### src/design/wps_pkg.sv
// Shared types and constants for the WAV PCM16 stream parser.
package wps_pkg;

  localparam int unsigned QDepth = 4;
  localparam int unsigned QAw    = $clog2(QDepth);

  localparam logic [31:0] TagRiff = 32'h5249_4646;
  localparam logic [31:0] TagWave = 32'h5741_5645;
  localparam logic [31:0] TagFmt  = 32'h666D_7420;
  localparam logic [31:0] TagData = 32'h6461_7461;

  localparam logic [4:0]  FmtCaptureBytes = 5'd16;
  localparam logic [15:0] PcmFormat       = 16'd1;
  localparam logic [15:0] PcmBits         = 16'd16;
  localparam logic [15:0] MaxChannels     = 16'd2;

  localparam logic [2:0] StOk        = 3'd0;
  localparam logic [2:0] StNotRiff   = 3'd1;
  localparam logic [2:0] StNotWave   = 3'd2;
  localparam logic [2:0] StBadFormat = 3'd3;
  localparam logic [2:0] StTruncated = 3'd4;

  localparam logic KindSample = 1'b0;
  localparam logic KindStatus = 1'b1;

  typedef struct packed {
    logic [7:0] data_byte;
    logic       end_of_file;
  } in_t;

  typedef struct packed {
    logic               kind;
    logic signed [15:0] sample;
    logic [2:0]         status;
    logic [1:0]         channels;
    logic [31:0]        sample_rate;
    logic [30:0]        sample_count;
    logic               last;
  } out_t;

  typedef struct packed {
    logic [1:0] num;
    out_t       first;
    out_t       second;
  } push_t;

endpackage

### src/design/wav_pcm16_stream_parser_core.sv
// Top level of the WAV PCM16 stream parser: byte parser and result queue.
//
//  channel  direction  payload         handshake
//  in       input      wps_pkg::in_t   in_valid_i / in_stall_o
//  out      output     wps_pkg::out_t  out_valid_o / out_stall_i
//
// One byte is taken per cycle while in_stall_o is low; its results enter the
// queue at the same edge and leave one per cycle while out_stall_i is low.
// The input stalls while the four-entry result queue has room for fewer than two.
// Reset clears the parse state and the queue; the parser then expects "RIFF".
module wav_pcm16_stream_parser_core (
  input  logic          clk_i,
  input  logic          rst_ni,
  input  logic          in_valid_i,
  input  wps_pkg::in_t  in_data_i,
  output logic          in_stall_o,
  output logic          out_valid_o,
  output wps_pkg::out_t out_data_o,
  input  logic          out_stall_i
);

  logic           acc;
  logic           full;
  wps_pkg::push_t push;

  assign in_stall_o = full;
  assign acc        = in_valid_i && !full;

  wps_parser u_parser (
    .clk_i  (clk_i),
    .rst_ni (rst_ni),
    .acc_i  (acc),
    .in_i   (in_data_i),
    .push_o (push)
  );

  wps_queue u_queue (
    .clk_i       (clk_i),
    .rst_ni      (rst_ni),
    .push_i      (push),
    .full_o      (full),
    .out_valid_o (out_valid_o),
    .out_data_o  (out_data_o),
    .out_stall_i (out_stall_i)
  );

endmodule

### src/design/wps_parser.sv
// Byte-wise RIFF/WAVE parse state and result formation for one transfer.
module wps_parser (
  input  logic          clk_i,
  input  logic          rst_ni,
  input  logic          acc_i,
  input  wps_pkg::in_t  in_i,
  output wps_pkg::push_t push_o
);

  typedef enum logic [2:0] {
    PhRiffId  = 3'd0,
    PhRiffLen = 3'd1,
    PhWaveId  = 3'd2,
    PhChkId   = 3'd3,
    PhChkLen  = 3'd4,
    PhFmt     = 3'd5,
    PhData    = 3'd6,
    PhSkip    = 3'd7
  } phase_e;

  phase_e      ph_q, ph_d;
  logic [31:0] cnt_q, cnt_d;
  logic [31:0] id_q, id_d;
  logic [31:0] len_q, len_d;
  logic [15:0] fmt_q, fmt_d;
  logic [15:0] ch_q, ch_d;
  logic [31:0] rate_q, rate_d;
  logic [15:0] bits_q, bits_d;
  logic [7:0]  low_q, low_d;
  logic [31:0] tot_q, tot_d;

  logic [31:0] cnt_inc;
  logic [2:0]  err;
  logic        smp_v;
  logic [15:0] smp;
  logic [2:0]  eof_st;
  wps_pkg::out_t r_smp, r_st;

  assign cnt_inc = cnt_q + 32'd1;

  always_comb begin
    ph_d   = ph_q;
    cnt_d  = cnt_q;
    id_d   = id_q;
    len_d  = len_q;
    fmt_d  = fmt_q;
    ch_d   = ch_q;
    rate_d = rate_q;
    bits_d = bits_q;
    low_d  = low_q;
    tot_d  = tot_q;
    err    = wps_pkg::StOk;
    smp_v  = 1'b0;
    smp    = {in_i.data_byte, low_q};
    case (ph_q)
      PhRiffId, PhWaveId, PhChkId: begin
        id_d  = {id_q[23:0], in_i.data_byte};
        cnt_d = cnt_inc;
        if (cnt_inc == 32'd4) begin
          cnt_d = '0;
          if (ph_q == PhRiffId) begin
            if (id_d != wps_pkg::TagRiff) err = wps_pkg::StNotRiff;
            else ph_d = PhRiffLen;
          end else if (ph_q == PhWaveId) begin
            if (id_d != wps_pkg::TagWave) err = wps_pkg::StNotWave;
            else ph_d = PhChkId;
          end else begin
            len_d = '0;
            ph_d  = PhChkLen;
          end
        end
      end
      PhRiffLen: begin
        cnt_d = cnt_inc;
        if (cnt_inc == 32'd4) begin
          cnt_d = '0;
          ph_d  = PhWaveId;
        end
      end
      PhChkLen: begin
        len_d = {in_i.data_byte, len_q[31:8]};
        cnt_d = cnt_inc;
        if (cnt_inc == 32'd4) begin
          cnt_d = '0;
          if (id_q == wps_pkg::TagFmt) begin
            ph_d = PhFmt;
          end else if (id_q == wps_pkg::TagData) begin
            if (fmt_q != wps_pkg::PcmFormat || ch_q == '0 || ch_q > wps_pkg::MaxChannels
                || bits_q != wps_pkg::PcmBits) begin
              err = wps_pkg::StBadFormat;
            end else begin
              tot_d = {1'b0, len_d[31:1]};
              ph_d  = PhData;
            end
          end else begin
            ph_d = PhSkip;
          end
          if (err == wps_pkg::StOk && len_d == '0) begin
            ph_d = PhChkId;
          end
        end
      end
      PhFmt, PhData, PhSkip: begin
        if (ph_q == PhFmt && cnt_q < {27'd0, wps_pkg::FmtCaptureBytes}) begin
          case (cnt_q[3:0])
            4'd0:    fmt_d[7:0]    = in_i.data_byte;
            4'd1:    fmt_d[15:8]   = in_i.data_byte;
            4'd2:    ch_d[7:0]     = in_i.data_byte;
            4'd3:    ch_d[15:8]    = in_i.data_byte;
            4'd4:    rate_d[7:0]   = in_i.data_byte;
            4'd5:    rate_d[15:8]  = in_i.data_byte;
            4'd6:    rate_d[23:16] = in_i.data_byte;
            4'd7:    rate_d[31:24] = in_i.data_byte;
            4'd14:   bits_d[7:0]   = in_i.data_byte;
            4'd15:   bits_d[15:8]  = in_i.data_byte;
            default: ;
          endcase
        end
        if (ph_q == PhData) begin
          if (cnt_q[0]) smp_v = 1'b1;
          else low_d = in_i.data_byte;
        end
        cnt_d = cnt_inc;
        if (cnt_inc == len_q) begin
          ph_d  = PhChkId;
          cnt_d = '0;
        end
      end
      default: ;
    endcase
  end

  assign eof_st = (ph_d == PhChkId && cnt_d == '0) ? wps_pkg::StOk : wps_pkg::StTruncated;

  always_comb begin
    r_smp.kind         = wps_pkg::KindSample;
    r_smp.sample       = smp;
    r_smp.status       = wps_pkg::StOk;
    r_smp.channels     = (ch_d <= wps_pkg::MaxChannels) ? ch_d[1:0] : 2'd0;
    r_smp.sample_rate  = rate_d;
    r_smp.sample_count = tot_d[30:0];
    r_smp.last         = 1'b0;
    r_st               = r_smp;
    r_st.kind          = wps_pkg::KindStatus;
    r_st.sample        = '0;
    r_st.last          = 1'b1;
    r_st.status        = (err != wps_pkg::StOk) ? err : eof_st;
    push_o.first       = r_smp;
    push_o.second      = r_st;
    push_o.num         = 2'd0;
    if (acc_i) begin
      if (err != wps_pkg::StOk) begin
        push_o.first = r_st;
        push_o.num   = 2'd1;
      end else if (in_i.end_of_file) begin
        if (smp_v) begin
          push_o.num = 2'd2;
        end else begin
          push_o.first = r_st;
          push_o.num   = 2'd1;
        end
      end else if (smp_v) begin
        push_o.first.last = 1'b1;
        push_o.num        = 2'd1;
      end
    end
  end

  always_ff @(posedge clk_i or negedge rst_ni) begin
    if (!rst_ni) begin
      ph_q   <= PhRiffId;
      cnt_q  <= '0;
      id_q   <= '0;
      len_q  <= '0;
      fmt_q  <= '0;
      ch_q   <= '0;
      rate_q <= '0;
      bits_q <= '0;
      low_q  <= '0;
      tot_q  <= '0;
    end else if (acc_i) begin
      if (err != wps_pkg::StOk || in_i.end_of_file) begin
        ph_q   <= PhRiffId;
        cnt_q  <= '0;
        id_q   <= '0;
        len_q  <= '0;
        fmt_q  <= '0;
        ch_q   <= '0;
        rate_q <= '0;
        bits_q <= '0;
        low_q  <= '0;
        tot_q  <= '0;
      end else begin
        ph_q   <= ph_d;
        cnt_q  <= cnt_d;
        id_q   <= id_d;
        len_q  <= len_d;
        fmt_q  <= fmt_d;
        ch_q   <= ch_d;
        rate_q <= rate_d;
        bits_q <= bits_d;
        low_q  <= low_d;
        tot_q  <= tot_d;
      end
    end
  end

  a_eof_restart: assert property (@(posedge clk_i) disable iff (!rst_ni)
    acc_i && in_i.end_of_file |=> ph_q == PhRiffId && cnt_q == '0)
    else $error("parser did not restart after final byte");

  a_status_last: assert property (@(posedge clk_i) disable iff (!rst_ni)
    acc_i && (in_i.end_of_file || err != wps_pkg::StOk) |-> push_o.num != 2'd0)
    else $error("final or error byte gave no status result");

  a_data_count: assert property (@(posedge clk_i) disable iff (!rst_ni)
    ph_q == PhData |-> cnt_q != len_q)
    else $error("data byte count overran chunk length");

endmodule

### src/design/wps_queue.sv
// Result queue: up to two results in per transfer, one out per unstalled cycle.
module wps_queue (
  input  logic           clk_i,
  input  logic           rst_ni,
  input  wps_pkg::push_t push_i,
  output logic           full_o,
  output logic           out_valid_o,
  output wps_pkg::out_t  out_data_o,
  input  logic           out_stall_i
);

  wps_pkg::out_t               mem_q [wps_pkg::QDepth];
  logic [wps_pkg::QAw-1:0]     wr_q, rd_q;
  logic [wps_pkg::QAw:0]       cnt_q;
  logic                        pop;
  logic [wps_pkg::QAw-1:0]     wr_nx;

  assign pop         = out_valid_o && !out_stall_i;
  assign out_valid_o = cnt_q != '0;
  assign out_data_o  = mem_q[rd_q];
  assign full_o      = cnt_q > (wps_pkg::QAw + 1)'(wps_pkg::QDepth - 2);
  assign wr_nx       = wr_q + 1'b1;

  always_ff @(posedge clk_i) begin
    if (push_i.num != 2'd0) mem_q[wr_q] <= push_i.first;
    if (push_i.num == 2'd2) mem_q[wr_nx] <= push_i.second;
  end

  always_ff @(posedge clk_i or negedge rst_ni) begin
    if (!rst_ni) begin
      wr_q  <= '0;
      rd_q  <= '0;
      cnt_q <= '0;
    end else begin
      wr_q  <= wr_q + push_i.num[wps_pkg::QAw-1:0];
      if (pop) rd_q <= rd_q + 1'b1;
      cnt_q <= cnt_q + (wps_pkg::QAw + 1)'(push_i.num) - (wps_pkg::QAw + 1)'(pop);
    end
  end

  a_no_overflow: assert property (@(posedge clk_i) disable iff (!rst_ni)
    (push_i.num != 2'd0) |-> !full_o)
    else $error("push into full result queue");

  a_count_bound: assert property (@(posedge clk_i) disable iff (!rst_ni)
    cnt_q <= (wps_pkg::QAw + 1)'(wps_pkg::QDepth))
    else $error("result queue count out of range");

endmodule
### config.mk
export PLATFORM = sky130hd
export DESIGN_NAME = wav_pcm16_stream_parser_core
export DESIGN_NICKNAME = d
export VERILOG_FILES = /design/src/design/wps_pkg.sv /design/src/design/wav_pcm16_stream_parser_core.sv /design/src/design/wps_parser.sv /design/src/design/wps_queue.sv
export SDC_FILE = /design/constraint.sdc
export NUM_CORES = 1
export LEC_CHECK = 0
export BUFFER_PORTS_ARGS = -buffer_cell sky130_fd_sc_hd__buf_2
export CORE_ASPECT_RATIO = 0.7
export CORE_UTILIZATION = 31
export DETAILED_ROUTE_END_ITERATION = 10
export PLACE_DENSITY = 0.5
export REMOVE_ABC_BUFFERS = 1
export SYNTH_ARGS = -nofsm -noshare
export SYNTH_HDL_FRONTEND = slang
export SYNTH_HIERARCHICAL = 1
export SYNTH_SLANG_ARGS = --single-unit
### constraint.sdc
create_clock -name clk_i -period 10.8 [get_ports clk_i]
set_clock_uncertainty 0.15 [all_clocks]
set_input_delay 1.08 -clock clk_i [delete_from_list [all_inputs] [get_ports clk_i]]
set_output_delay 1.08 -clock clk_i [all_outputs]
set_load 0.005 [all_outputs]
==> flow_metrics.env <==
export IMPL_antenna_found_initial=7
export IMPL_synth_seq_cells=569
export IMPL_min_period_over_period=0.726
export IMPL_synth_xor_area_share=0.0144
export IMPL_post_cts_setup_buffers=0
export IMPL_vias=19200
export IMPL_grt_overflow_total=0
export IMPL_drv_slew=0
export IMPL_start_util=0.314
export IMPL_syn_area_um2=30200
export IMPL_first_global_vias=19100
export IMPL_path_clk_slew_ps=60
export IMPL_rsz0062_at_grt="false"
export IMPL_worst_slew_pin_slew_ps=1410
export IMPL_synth_simple_area_share=0.0891
export IMPL_ys_async_sr_fraction=0.395
export IMPL_cpPeakStageDelay_ps=1160
export IMPL_synth_ff_type="edfxtp_1"
export IMPL_worst_path_dominant_cell_family="simple AND/OR/NAND/NOR gates"
export IMPL_r2r_slack_ps=2960
export IMPL_die_h_um=263
export IMPL_path_buf_inv=1
export IMPL_yosysTopAreaCell="edfxtp_1"
export IMPL_synth_most_common_cell="edfxtp_1"
export IMPL_min_from="u_parser/low_q[7]"
export IMPL_slew_headroom=0.0389
export IMPL_wl_um=90300
export IMPL_first_iter_violations=1692
export IMPL_htree_levels=2
export IMPL_vias_per_cell=5.39
export IMPL_synthCells=2282
export IMPL_finalCriticalPeriod_ps=7840
export IMPL_cp_cell_sequence="nand4_1 > nor3_1 > xor2_1 > o31ai_1 > o21ai_0 > nor4_4 > and3_1 > and2_2 > nor2_1 > nor2_1 > nor2b_2 > nand3_4 > buf_4 > mux2_2"
export IMPL_finalSetupTns_ps=0
export IMPL_ctsHoldBuffers=0
export IMPL_ys_warn_count=6
export IMPL_fp_dieW_um=375
export IMPL_worstSetupStartpointType="flip-flop"
export IMPL_seq_area_frac_synth=0.528
export IMPL_synth_compound_area_share=0.0830
export IMPL_p_int_uw=4510
export IMPL_synth_area_leaders="edfxtp_1 34%, dfrtp_1 19%, mux2_2 11%"
export IMPL_core_area_um2=96300
export IMPL_outcome="finished clean"
export IMPL_die_area_um2=98800
export IMPL_clock_fmax_mhz=128
export IMPL_synth_edff_count=344
export IMPL_synth_top_family_by_area="multiplexers"
export IMPL_seqPwrFrac=0.426
export IMPL_final_hold_violation_count=0
export IMPL_holdPathStages=2
export IMPL_clockBufferDepth=3
export IMPL_switching_power_uw=2280
export IMPL_cts_buffers=58
export IMPL_clk_latency_ps=650
export IMPL_arrival_ps=8070
export IMPL_regArea_um2=16000
export IMPL_grtUsageTotal=0.182
export IMPL_startpoint="u_parser/cnt_q[7]"
export IMPL_required_ps=11030
export IMPL_powerDensity_nw_per_um2=206
export IMPL_numPlacedInstances=3442
export IMPL_final_instance_count_excl_fill=3553
export IMPL_hpwl_um=56800
export IMPL_comb_power_share=0.279
export IMPL_clockPowerShare=0.295
export IMPL_clock_sinks=569
export IMPL_syn_to_final_growth_pct=9.19
export IMPL_synth_cell_type_count=84
export IMPL_peakVddDrop_v=0.000122
export IMPL_finalSetupViolCount=0
export IMPL_maxCapViolCount=0
export IMPL_final_net_count=2265
export IMPL_critPathCaptureType="flip-flop"
export IMPL_r2r_start="u_parser/cnt_q[7]"
export IMPL_crit_slowest_cell="nor3_1"
export IMPL_synth_top_area_frac=0.342
export IMPL_hold_path_class="flip-flop to flip-flop"
export IMPL_worstHoldEndpoint="u_parser/low_q[7]"
export IMPL_grt_max_degree=101
export IMPL_sw_frac_of_total=0.336
export IMPL_fillers=9426
export IMPL_multiInputGateArea_um2=12700
export IMPL_synth_adder_area_share=0.00480
export IMPL_ant_nets=0
export IMPL_rr_worst_depth=14
export IMPL_r2r_end="u_queue/mem_q[0][50]"
export IMPL_critPathKind="flip-flop to flip-flop"
export IMPL_ys_top_cells_by_count="344 x edfxtp_1, 303 x mux2_2, 225 x dfrtp_1, 192 x nand2_1, 95 x buf_4"
export IMPL_cts_tree="built"
export IMPL_final_layout_size_suffix_gt1_frac=0.304
export IMPL_drc_errors=0
export IMPL_routedWlPerCell_um=25.4
export IMPL_first_pass_iters=7
export IMPL_cts_root_buf="clkbuf_16"
export IMPL_cpMostUsedCell="nor2_1"
export IMPL_rows=95
export IMPL_post_cts_resized=0
export IMPL_syn_avg_cell_area_um2=13.2
export IMPL_gp_congestion=0.908
export IMPL_io_buffers=100
export IMPL_floorplan_io_pins=101
export IMPL_grt_pass1_wl_um=134000
export IMPL_p_leak_uw=0.0125
export IMPL_path_max_fanout=51
export IMPL_synth_mux_area_frac=0.225
-- per-stage QoR --
| step | utilization | hold slack (ps) | power (uW) | instance area (um^2) | worst slack [ps] |
|---|---|---|---|---|---|
| floorplan | - | 292 | 4010 | 28700 | -282 |
| global placement | 0.324 | 308 | 4840 | 31200 | 3430 |
| detailed placement | 0.324 | 316 | 4850 | 31200 | 3180 |
| CTS | 0.343 | 331 | 6880 | 33000 | 3120 |
| global route | 0.343 | 340 | 7120 | 33000 | 2710 |
| finish | 0.343 | 328 | 6790 | 33000 | 2960 |
-- power by group through the flow --
stage,sequential (uW),clock [uW],combinational [uW]
after global routing,2930,2140,2060
after global placement,2920,0,1920
final,2890,2000,1900
after CTS,2890,2060,1930
after detailed placement,2930,0,1920
after floorplan,2880,0,1130
-- cells by family (layout without fill, tap and decap cells) --
kind of cell    count (synthesis)  count (layout)
mux                           499             499
buf+inv                       282             275
simple gates                  509             509
compound gates                362             362
other cells                     2              19
fa+ha+maj                      11              11
flops                         569             569
xor+xnor                       48              48
-- state kept, by name, summed over array words and instances, names as in the netlist, 3 cells and up --
name             cells
u_parser/low_q       8
u_parser/fmt_q      16
u_parser/ph_q        3
u_parser/id_q       32
u_parser/bits_q     16
u_parser/cnt_q      32
u_queue/mem_q      344
u_parser/ch_q       16
u_parser/tot_q      31
u_parser/len_q      32
u_queue/cnt_q        3
u_parser/rate_q     32
-- routing by layer --
| metal | vias up | track usage | part of all wire |
|---|---|---|---|
| met1 | 9902 | 0.282 | 0.50 |
| met3 | 91 | 0.0271 | 0.055 |
| met2 | 603 | 0.269 | 0.43 |
| li1 | 8557 | - | - |
| met5 | - | 0 | 0 |
| met4 | 0 | 0.0310 | 0.014 |
-- how the worst max path moves through the flow --
stage / end / cells after the start
2_1_floorplan: u_queue/mem_q[0][0] / 12
3_3_place_gp: u_queue/mem_q[0][58] / 14
3_5_place_dp: u_queue/mem_q[0][50] / 14
4_1_cts: u_queue/mem_q[0][44] / 14
5_1_grt: u_queue/mem_q[0][41] / 14
6_report: u_queue/mem_q[0][50] / 14
-- cells in the final DEF, fill, tap and decap left out, types with 47 or more instances in the layout --
cell	n
dfrtp_1	223
a22o_1	82
mux2_4	60
clkbuf_16	60
mux2_2	303
mux4_2	86
o21ai_0	84
buf_2	99
mux2_1	47
edfxtp_1	344
nand2_1	192
nor2_1	60
-- cell type report --
cell class                 instances  area share
antenna                            1   0.0000758
clock buffer                      90      0.0510
clock inverter                    20     0.00515
inverter                          32     0.00364
multi-input combinational       1447       0.386
sequential                       569       0.484
tap                             1261      0.0478
timing repair buffer             133      0.0230
-- worst register-to-register path, stage by stage (launching register included) --
cell     delay [ps]
dfrtp_1         630
nand4_1         570
nor3_1         1160
xor2_1          140
o31ai_1         570
o21ai_0         310
nor4_4          550
and3_1          440
and2_2          300
nor2_1           80
nor2_1          590
nor2b_2         170
nand3_4         570
buf_4           840
mux2_2          500
No activity file was read; power rests on OpenSTA's default activity.
